## src/design/rar_pkg.sv

```systemverilog
// ----------------------------------------------------------------------------
// rar_pkg: shared types and constants for the row argmax reducer
// Holds the element type codes and the float helper functions.
// ----------------------------------------------------------------------------
package rar_pkg;

  localparam logic [1:0] TYPE_INT64 = 2'd0;
  localparam logic [1:0] TYPE_HALF  = 2'd1;
  localparam logic [1:0] TYPE_SINGLE = 2'd2;

  localparam logic [63:0] INT_SIGN   = 64'h8000000000000000;
  localparam logic [15:0] HALF_EXP   = 16'h7c00;
  localparam logic [31:0] SINGLE_EXP = 32'h7f800000;
  localparam logic [31:0] SINGLE_FRAC = 32'h007fffff;

  // binary16 to binary32 widening, exact except for NaN payloads.
  function automatic logic [31:0] widen_half(input logic [15:0] h);
    logic [31:0] sign;
    logic [4:0]  e;
    logic [9:0]  f;
    logic [3:0]  lz;
    logic [10:0] fs;
    logic [7:0]  ex;
    sign = {h[15], 31'd0};
    e = h[14:10];
    f = h[9:0];
    lz = 4'd0;
    for (int i = 0; i < 10; i++) begin
      if (f[i]) lz = 4'(9 - i + 1);
    end
    fs = {1'b0, f} << lz;
    ex = 8'd113 - 8'(lz);
    if (e == 5'd31) begin
      widen_half = sign | ((f != 10'd0) ? 32'h7fc00000 : SINGLE_EXP);
    end else if (e != 5'd0) begin
      widen_half = sign | {1'b0, 8'(e) + 8'd112, f, 13'd0};
    end else if (f == 10'd0) begin
      widen_half = sign;
    end else begin
      widen_half = sign | {1'b0, ex, fs[9:0], 13'd0};
    end
  endfunction

  function automatic logic single_is_nan(input logic [31:0] x);
    single_is_nan = ((x & SINGLE_EXP) == SINGLE_EXP) && ((x & SINGLE_FRAC) != 32'd0);
  endfunction

  function automatic logic [31:0] order_key(input logic [31:0] x);
    order_key = x[31] ? ~x : (x | 32'h80000000);
  endfunction

endpackage

```

## src/design/row_argmax_reducer.sv

```systemverilog
// ----------------------------------------------------------------------------
// row_argmax_reducer: streaming row argmax
// Gives the column of the first row maximum at the end of every row.
// ----------------------------------------------------------------------------
// One element is taken in every cycle while in_stall is low; the running best is
// updated in the same cycle through one compare, and the result of a row appears
// in an output register in the cycle after its last element. A new request is
// taken while that result waits, as long as the output is not also full and
// stalled. Column indices saturate at min(MAX_ROW_LEN - 1, 65535).
module row_argmax_reducer import rar_pkg::*; #(
  parameter longint MAX_ROW_LEN = 65536
) (
  input  logic        clk,
  input  logic        rst,
  input  logic        psel,
  input  logic        penable,
  input  logic        pwrite,
  input  logic [1:0]  paddr,
  input  logic [31:0] pwdata,
  output logic [31:0] prdata,
  output logic        pready,
  input  logic        in_valid,
  output logic        in_stall,
  input  logic [63:0] element_value,
  input  logic        row_end,
  output logic        out_valid,
  input  logic        out_stall,
  output logic [15:0] max_index
);

  localparam longint LimRaw = MAX_ROW_LEN - 1;
  localparam logic [15:0] ColLimit = (LimRaw < 65535) ? 16'(LimRaw) : 16'hffff;

  logic [1:0]  element_type;
  logic [63:0] best_value;
  logic [15:0] best_column;
  logic [15:0] column_count;
  logic [63:0] cand;
  logic [15:0] col;
  logic        wins;
  logic        take;
  logic        accept;

  assign pready = 1'b1;
  assign prdata = {30'd0, element_type};

  // Output register can refill when empty or being drained.
  assign in_stall = out_valid && out_stall;
  assign accept = in_valid && !in_stall;

  always_comb begin
    unique case (element_type)
      TYPE_INT64: cand = element_value;
      TYPE_HALF:  cand = {48'd0, element_value[15:0]};
      default:    cand = {32'd0, element_value[31:0]};
    endcase
  end

  assign col = (column_count < ColLimit) ? column_count : ColLimit;
  assign take = (column_count == 16'd0) || wins;

  rar_compare u_cmp (
    .element_type(element_type),
    .best(best_value),
    .cand(cand),
    .wins(wins)
  );

  always_ff @(posedge clk) begin
    if (rst) begin
      element_type <= TYPE_INT64;
      best_value <= 64'd0;
      best_column <= 16'd0;
      column_count <= 16'd0;
      out_valid <= 1'b0;
    end else begin
      if (psel && penable && pwrite && paddr == 2'd0) element_type <= pwdata[1:0];
      if (out_valid && !out_stall && !(accept && row_end)) out_valid <= 1'b0;
      if (accept) begin
        if (take) begin
          best_value <= cand;
          best_column <= col;
        end
        if (row_end) begin
          // The result carries the column chosen in this very cycle.
          max_index <= take ? col : best_column;
          out_valid <= 1'b1;
          column_count <= 16'd0;
        end else begin
          column_count <= (col < ColLimit) ? col + 16'd1 : ColLimit;
        end
      end
    end
  end

`ifndef SYNTH
  a_no_overwrite: assert property (@(posedge clk) disable iff (rst)
    out_valid && out_stall |=> out_valid && $stable(max_index))
    else $error("pending result lost");
  a_count_sat: assert property (@(posedge clk) disable iff (rst)
    column_count <= ColLimit) else $error("column count beyond limit");
  a_row_end_clears: assert property (@(posedge clk) disable iff (rst)
    accept && row_end |=> column_count == 16'd0) else $error("count not cleared");
`endif

endmodule

```

## src/design/rar_compare.sv

```systemverilog
// ----------------------------------------------------------------------------
// rar_compare: candidate-wins decision
// Decides whether a new element replaces the stored best for the given type.
// ----------------------------------------------------------------------------
module rar_compare import rar_pkg::*; (
  input  logic [1:0]  element_type,
  input  logic [63:0] best,
  input  logic [63:0] cand,
  output logic        wins
);

  logic [31:0] b;
  logic [31:0] n;
  logic        b_nan;
  logic        n_nan;
  logic        less;

  always_comb begin
    if (element_type == TYPE_HALF) begin
      b = widen_half(best[15:0]);
      n = widen_half(cand[15:0]);
    end else begin
      b = best[31:0];
      n = cand[31:0];
    end
    b_nan = single_is_nan(b);
    n_nan = single_is_nan(n);
    less = !b_nan && !n_nan && (((b | n) & 32'h7fffffff) != 32'd0) &&
           (order_key(b) < order_key(n));
    if (element_type == TYPE_INT64) begin
      wins = (best ^ INT_SIGN) < (cand ^ INT_SIGN);
    end else begin
      wins = less || (n_nan && !b_nan);
    end
  end

endmodule
```

## config.mk

```make
export PLATFORM = sky130hd
export DESIGN_NAME = row_argmax_reducer
export DESIGN_NICKNAME = d
export VERILOG_FILES = /design/src/design/rar_pkg.sv /design/src/design/row_argmax_reducer.sv /design/src/design/rar_compare.sv
export SDC_FILE = /design/constraint.sdc
export NUM_CORES = 1
export LEC_CHECK = 0
export BUFFER_PORTS_ARGS = -buffer_cell sky130_fd_sc_hd__buf_2
export CAP_MARGIN = 20
export CORE_AREA = 2 2 197 160
export DETAILED_ROUTE_END_ITERATION = 16
export DIE_AREA = 0 0 199 162
export PLACE_DENSITY_LB_ADDON = 0.25
export RECOVER_POWER = 100
export SKIP_LAST_GASP = 1
export SLEW_MARGIN = 20
export SYNTH_ARGS = -nofsm -noshare
export SYNTH_HDL_FRONTEND = slang
export SYNTH_HIERARCHICAL = 1
export SYNTH_SLANG_ARGS = --single-unit
```

## constraint.sdc

```tcl
create_clock -name clk -period 11.86 [get_ports clk]
set_clock_uncertainty 0.15 [all_clocks]
set_input_delay 2.372 -clock clk [delete_from_list [all_inputs] [get_ports clk]]
set_output_delay 2.372 -clock clk [all_outputs]
set_load 0.01 [all_outputs]
```

==> results of run 1 <==
[power breakdown]
group          switching (mW)  internal, mW  total (mW)
Clock                   0.184         0.315       0.500
Sequential             0.0262         0.412       0.438
Combinational           0.200         0.122       0.321
[sequential cells by signal, indices dropped and copies added (netlist names)]
| name | cells |
|---|---|
| column_count | 16 |
| best_value | 64 |
| max_index | 16 |
| best_column | 16 |
| element_type | 2 |
| out_valid | 1 |
[logic make-up after synthesis]
group                      Yosys count
and+or+nand+nor                    537
buffers and inverters              195
adders and majority gates           99
AOI/OAI and AO/OA                  384
other                                2
DFF                                115
muxes                               16
xor gates and xnor gates            64
[stage by stage]
step / power (mW) / cell area [µm²] / hold slack, ns / worst slack, ns
2_1_floorplan: 0.676 / 10500 / 0.283 / 4.80
3_3_place_gp: 0.759 / 11000 / 0.289 / 3.02
3_5_place_dp: 0.762 / 11000 / 0.296 / 2.96
4_1_cts: 1.27 / 11600 / 0.305 / 3.38
5_1_grt: 1.33 / 11500 / 0.320 / 1.42
6_report: 1.26 / 11500 / 0.301 / 2.03
[worst paths after layout]
check                        start             end  slack [ns]
setup / recovery  element_value[0]  best_value[28]        2.03
hold / removal      best_column[5]  best_column[5]        0.30
setup reg to reg   element_type[0]  best_value[28]        3.04
hold reg to reg     best_column[5]  best_column[5]        0.30
[cell type report]
| class | instances | area share [%] |
|---|---|---|
| clock inverter | 8 | 0.902 |
| inverter | 76 | 2.50 |
| antenna | 3 | 0.0652 |
| sequential | 115 | 21.4 |
| timing repair buffer | 107 | 4.55 |
| clock buffer | 24 | 4.01 |
| multi-input combinational | 1131 | 62.1 |
| tap | 413 | 4.49 |
[routing by layer]
metal	track usage, %	share of wire, %
met5	0	0.067
met3	4.49	6.9
met1	30.1	48
met4	6.38	2.0
met2	31.8	43
[critical path, delay by kind of cell]
family	cells	cell delay (ns)
AOI/OAI and AO/OA	10	3.79
and+or+nand+nor	7	1.72
buffers and inverters	4	1.60
adders and majority gates	1	0.31
xor gates and xnor gates	1	0.12
[cells in the final DEF, fill, tap and decap left out, drive strengths merged, types with 51 or more instances in the layout]
master,n
and2,54
ha,99
o21ai,70
a21oi,164
buf,80
clkbuf,51
inv,76
dfxtp,99
nand2,250
nor2,63
==> run summary, run 1 <==
The run finished, with violations left. The final reports fail on max-capacitance violations, max-slew violations. The number of ports placed on the die boundary came out at 157. The horizontal die dimension came out at 199 µm. The maximum cell stage delay along the critical path is 1.51 ns.

The clock buffer count from CTS is 17. The number of design-rule violations left by the first detailed-router iteration is 958. The cell total after placement came out at about 1800.

By startpoint and endpoint, the worst setup path is classified as in -> reg. The number of flops mapped to enable cells by yosys is 16. The headroom to the max-slew limit is -62.6%. The initial antenna violation count came out at 5. The final standard cell count with taps included and fillers excluded is between 1500 and 2000. The cell leakage power is 4.73 nW. Summed over all instances, the cell type with the most area after synthesis is dfxtp_1.

The number of buffers inserted by hold repair at cts came out at 0. CTS placed an instance of clkbuf_16 at the clock tree root. For the final routed database, the setup TNS stands at 0 ns. The clock latency at the later pin of the worst-skew pair is ~0.42 ns. Yosys attributes the largest share of cell area to dfxtp_1 19%, ha_1 12%, nand2_1 9.0%, a21oi_1 7.8%, edfxtp_1 4.6%. For this configuration, the core starts out at a cell density of 34.6%. The overall via count from detail_route came out at 10328. The total count of max-transition violations in the final report came out at approximately 120. The detail route stage leaves a number of antenna-violating nets equal to 0. The final routed wirelength across all metal layers came out at 34100 µm. The number of remaining DRC errors is 0. After detailed routing, the average wire length per cell comes to about 18 µm. Traced cell by cell, the critical path runs through clkbuf_1, or3b_1, a221oi_4, inv_4, o21ai_2, o221ai_1, a221oi_1, xnor2_1, ha_1, and4_1, nand2_1, nor3_1, o21ai_0, and3_1, o31ai_1, o21a_1, o31ai_1, buf_4, a41oi_1, nand2b_2, buf_4, nand2_1, a21oi_1. The type of the worst min-delay path is reg -> reg. The fraction of layout instances using a drive strength above 1 came out at 9.99%.

At the worst endpoint, the required time is 12.01 ns. Setup repair after global routing left no endpoint under its margin. The detailed-routing iteration count for the pre-antenna-repair pass came out at 5. The main combinational cell family by area after synthesis is simple AND/OR/NAND/NOR gates. The portion of the clock cycle consumed by the worst path in the final layout came out at 82.9%. The highest fanout seen on the critical path came out at 79. The maximum count of clock buffers along a single path came out at 2. The final cell utilization of the core came out at 38.2%. TritonCTS built the clock tree. The area fraction in and, or, nand and nor cells after synthesis is ~25%.

The average vias per placed instance came out at approximately 5.5. After clock tree synthesis, the setup repair step added 0 buffers. Summing all flip-flop and latch instances after layout gives approximately 0.0025 mm². The total number of nets in the final design is around 1700. The core outline area is 0.0302 mm². The adder-cell area share of the yosys netlist is 11.9%. The area share of the largest cell type after synthesis came out at 19.0%. The post-synthesis instance area came out at 0.0104 mm². The highest clock rate came out at ~100 MHz. The register area share after synthesis is about a quarter. In the synthesized netlist the dominant register cell turns out to be dfxtp_1.

The endpoint class of the critical path is a flip-flop. The final period demand of the worst path came out at between 9 and 10 ns. The category of the worst setup path launch point is a primary input.

The number of port buffers is 95. The synthesized netlist devotes 23.1% of its cell area to compound gates. The actual transition at the worst max-transition pin came out at ~2.4 ns.

In the synthesized netlist, the cells that appear most often are 249 x nand2_1, 162 x a21oi_1, 99 x dfxtp_1, 99 x ha_1, 71 x inv_1. The post-synthesis mux area share came out at 1.74%. The multi-input combinational cell area is 0.00715 mm². The worst-case IR drop observed on VDD is 0.0971 mV. Synthesis handed over a netlist of 1412 instances. The via count of the first global-routing pass came out at 9613. The number of filler instances in the final layout is 3195. Counting cells, the worst reg-to-reg path comes to 20. The H-tree was split into 4 levels. The data arrival at the endpoint of the critical path is 9.99 ns.

The cell depth of the worst hold path is 2. The clock-pin slew on the worst setup and hold paths is 0.05 ns. The count of maximum capacitance violations came out at 3. The site row count came out at 57. On the critical path, the stage with the largest delay is an instance of a41oi_1. The aggregate global-route resource usage came out at about a fifth. Setup violations remaining at the end of the flow were counted as 0. The final hold violation count came out at 0. The vertical die dimension is 162 µm. For this run, the number of Yosys warnings is 6. The maximum number of pins on one net before global-route repair came out at 80.

The global-route wire length before repair is 53300 µm. The per-instance average area after synthesis came out at ~7.4 µm². The number of different library cells used by synthesis comes to 88.

The routability congestion estimate from global placement is 0.905. The power density of the placed cells is 109 mW/mm². Summing the areas of all xor and xnor instances in the mapped netlist gives 5.37% of the synthesized area. The growth of design area from synthesis to finish is 10.4%.

The share of synthesized registers carrying an async set or reset is 0%. The clock net sink count is 115. In this run, post-CTS repair resized a total of 0 instances. The flip-flop and latch count after synthesis came out at 115.

The overflow left after global routing came out at 0. The half-perimeter wire length of the detailed placement result came out at 24900 µm. The most common cell in the synthesized netlist is nand2_1.

The die covers 0.0322 mm².
Note: power is estimated with default switching activity, not from simulation.
==> run 2: changes to the inputs <==
--- a/config.mk
+++ b/config.mk
@@ -5,11 +5,12 @@
 export SDC_FILE = /design/constraint.sdc
 export NUM_CORES = 1
 export LEC_CHECK = 0
+export ABC_AREA = 1
 export BUFFER_PORTS_ARGS = -buffer_cell sky130_fd_sc_hd__buf_2
 export CAP_MARGIN = 20
-export CORE_AREA = 2 2 197 160
+export CORE_AREA = 2 2 196 159
 export DETAILED_ROUTE_END_ITERATION = 16
-export DIE_AREA = 0 0 199 162
+export DIE_AREA = 0 0 198 161
 export PLACE_DENSITY_LB_ADDON = 0.25
 export RECOVER_POWER = 100
 export SKIP_LAST_GASP = 1
==> constraint.sdc (replaced) <==
create_clock -name clk -period 8.4 [get_ports clk]
set_clock_uncertainty 0.15 [all_clocks]
set_input_delay 1.68 -clock clk [delete_from_list [all_inputs] [get_ports clk]]
set_output_delay 1.68 -clock clk [all_outputs]
set_load 0.01 [all_outputs]
==> run summary, run 2 <==
The type of the worst min-delay path is reg -> reg. The growth of design area from synthesis to finish is 12.6%. The detail route stage leaves a number of antenna-violating nets equal to 0. The site row count came out at 57.

The power share of the combinational group is between 20% and 30%. The number of buffers inserted by hold repair at cts came out at 0. The number of synthesis warnings is 6. The number of flops mapped to enable cells by yosys is 16. For this run, the share of the core covered by cells in the final layout is 38.7%. The flow ran to the end, and the final reports show no timing, DRC or antenna violations.

The per-instance average area after synthesis came out at 6.35 µm². The most frequent cell after synthesis is nand2_1. The count of instances resized after the clock tree is built came out at 0. Summed over all cells, the static leakage comes to 5.86 nW. Summing every instance area after synthesis gives 0.0103 mm². The clock latency at the later pin of the worst-skew pair is 0.43 ns.

The flip-flop and latch count after synthesis is 115. The commonest cells after synthesis are 327 x nand2_1, 258 x nor2_1, 194 x inv_1, 130 x o21ai_0. Together, buffers and inverters on the worst path number 8. The share of total power in sequential cells came out at 30.5%.

The layout has 3271 filler cells. The initial antenna violation count came out at 1. The sum of negative setup slack is 0 ns.

The most numerous cell type found on the critical path is nand2_1. Of the cells placed in the final design, the portion with a size suffix greater than 1 is 10.1%. The horizontal die dimension is 198 µm. The detailed-routing iteration count for the pre-antenna-repair pass is 5. In the post-synthesis netlist, the biggest area contributors are dfxtp_1 19%, ha_1 12%, nand2_1 12%, nor2_1 9.4%, inv_1 7.1%.

The final period demand of the worst path came out at a little over 7 ns. The per-cell routed wire length came out at 14.6 µm. The detailed-routed wire length on met3 is between 1500 and 2000 µm. The worst hold path begins at best_column[4]. In the synthesized netlist the dominant register cell turns out to be dfxtp_1. The first global-routing pass estimated 49900 µm of wire. CTS placed an instance of clkbuf_16 at the clock tree root. At the end of routability-driven placement, the weighted congestion stood at 0.899. The portion of the clock cycle consumed by the worst path in the final layout is 84.3%. In this run the critical register-to-register path is launched from element_type[0]. The net load switching power came out at 0.682 mW. The worst voltage drop across the vdd grid came out at 0.157 mV. For hold timing, the worst endpoint is best_column[4]. The count of cell types in the netlist is 55. The total inserted antenna cells is 0. The final setup violation count is 0. The total count of max-transition violations in the final report came to 0. The number of design-rule violations left by the first detailed-router iteration is 735. The number of instances in the synthesized netlist came out at between 1500 and 2000. The highest fanout seen on the critical path came out at 49. The final routed wirelength across all metal layers came out at roughly 31000 µm. In this run the critical register-to-register path is captured at best_value[54].

For this design the ratio of total power to cell area is 177 mW/mm². The cell-internal power came out at roughly 1.4 mW. For the worst setup path, the data required time is 8.62 ns. STA classifies the critical path startpoint as a primary input.

The count of maximum capacitance violations is 0. The total setup buffers inserted after CTS is 0. The average vias per placed instance is slightly below 5. For the worst flop-to-flop path, the logic depth is 26. Setup repair after global routing left no endpoint under its margin. The cell depth of the worst hold path is 2.

The highest clock rate came out at 141 MHz. The highest metal layer with signal wires is met5. In this run switching power makes up 33.1% of total power.

On the worst path, the slowest cell contributes a delay of 0.51 ns. The via count of the first global-routing pass came out at between 9000 and 10000. The library cell used most frequently in the layout, excluding fill and tap cells, is nand2_1.

The half-perimeter wire length of the detailed placement result came out at 23000 µm. The area share of the largest cell type after synthesis is 19.2%. In this run the tightest slew margin relative to its limit is 10.6%. Entering global routing, the biggest net connects 78 pins. The aggregate global-route resource usage came out at 19.8%. The clock net sink count came out at 115. After synthesis, flip-flops and latches occupy between 20% and 30% of the total area.

The number of remaining DRC errors is 0. The critical path's slowest cell is nor2_1. In the layout the commonest cells are 328 x nand2_1, 259 x nor2_1, 195 x inv_1. At the pin with the least slew margin, the transition time is ~1.3 ns. The synthesized design spends more area on one cell type than any other, namely dfxtp_1.

The total number of nets in the final design is between 1500 and 2000. The effective utilization at floorplan is 34.4%. Data on the critical path arrives at its endpoint at 7.30 ns.

The H-tree depth came out at 4. The clock share of power came out at 42.1%. The clock buffer count from CTS is 17. The final hold violation count came to 0. The floorplan step defined a die boundary enclosing around 0.032 mm². The met1 routed wirelength after detailed routing came out at 15800 µm. The die is 161 µm tall.

The number of flip-flops in the largest register is 64. Setup slack on the worst reg-to-reg path comes out at 2.54 ns. The number of ports placed on the die boundary came out at 157. During placement, the flow inserted port buffers numbering between 90 and 100. The cell type group with the largest total delay on the critical path is simple AND/OR/NAND/NOR gates. Counting flops per register, the top entry is best_value.

STA classifies the critical path endpoint as a flip-flop. For this run the aggregate overflow at the end of global routing stands at 0. The start-to-end type of the worst setup path is in -> reg.

The clock-pin slew on the worst setup and hold paths came out at 0.06 ns. The share of synthesized registers carrying an async set or reset came out at 0%. The core outline area came out at 0.0300 mm².

TritonCTS built the clock tree. The maximum count of clock buffers along a single path is 2. The routed layout has 10300 vias.

In the detailed route, the total length drawn on met2 is 13100 µm.
## run 2: power by group through the flow
stage	Combinational [mW]	Sequential [mW]	Clock [mW]
5_1_grt	0.645	0.632	0.909
2_1_floorplan	0.430	0.626	0
3_5_place_dp	0.556	0.639	0
4_1_cts	0.561	0.627	0.887
6_report	0.564	0.628	0.867
3_3_place_gp	0.547	0.639	0
## run 2: how the worst max path moves through the flow
stage,slack (ns),depth (start not counted),endpoint,startpoint
finish,1.32,28,best_value[54],element_value[9]
global placement,1.44,30,best_value[31],element_value[1]
floorplan,3.04,27,max_index[14],element_value[1]
CTS,1.90,30,best_value[45],element_value[1]
detailed placement,1.45,30,best_value[31],element_value[1]
global route,0.73,28,best_value[54],element_value[9]
## run 2: area by class of cell
class                           count  area (µm²)  area share [%]
Inverter                          217         817            7.02
Multi-Input combinational cell   1232        6620            56.9
Sequential cell                   115        2460            21.2
Clock buffer                       22         517            4.44
Clock inverter                     10         189            1.62
Timing Repair Buffer              102         510            4.39
Tap cell                          413         517            4.44
## run 2: cells by family (layout without fill, tap and decap cells)
kind of cell | after synthesis | count (layout) | share of synthesized area, %
AND/OR/NAND/NOR | 762 | 762 | 31.6
buffers and inverters | 308 | 351 | 13.1
AO/OA/AOI/OAI | 293 | 293 | 15.5
flip-flops | 115 | 115 | 23.8
adder cells (fa/ha/maj) | 99 | 99 | 12.0
XOR/XNOR | 47 | 47 | 3.99
other | 2 | 31 | 0.0727
## run 2: through the flow
stage	hold slack (ns)	cell area (µm²)	instances	power, mW	worst slack, ns
final	0.316	11600	2111	2.06	1.32
after global routing	0.331	11600	2111	2.19	0.725
after CTS	0.313	11700	2111	2.08	1.90
after detailed placement	0.305	11000	2079	1.19	1.45
after global placement	0.302	11000	2079	1.19	1.44
after floorplan	0.295	10400	1655	1.06	3.04
## run 2: per-layer routing
metal	vias to the layer above	global-route usage [%]
li1	5343	-
met4	2	4.92
met1	4667	29.5
met3	29	3.57
met5	-	0
met2	259	29.1
## run 2: worst register-to-register path, delay by kind of cell (launching register included)
family                     cells  cell delay [ns]
and+or+nand+nor               12             1.81
xor gates and xnor gates       1             0.19
adders and majority gates      1             0.32
AOI/OAI and AO/OA              3             0.79
DFF                            1             0.41
buffers and inverters          9             2.13
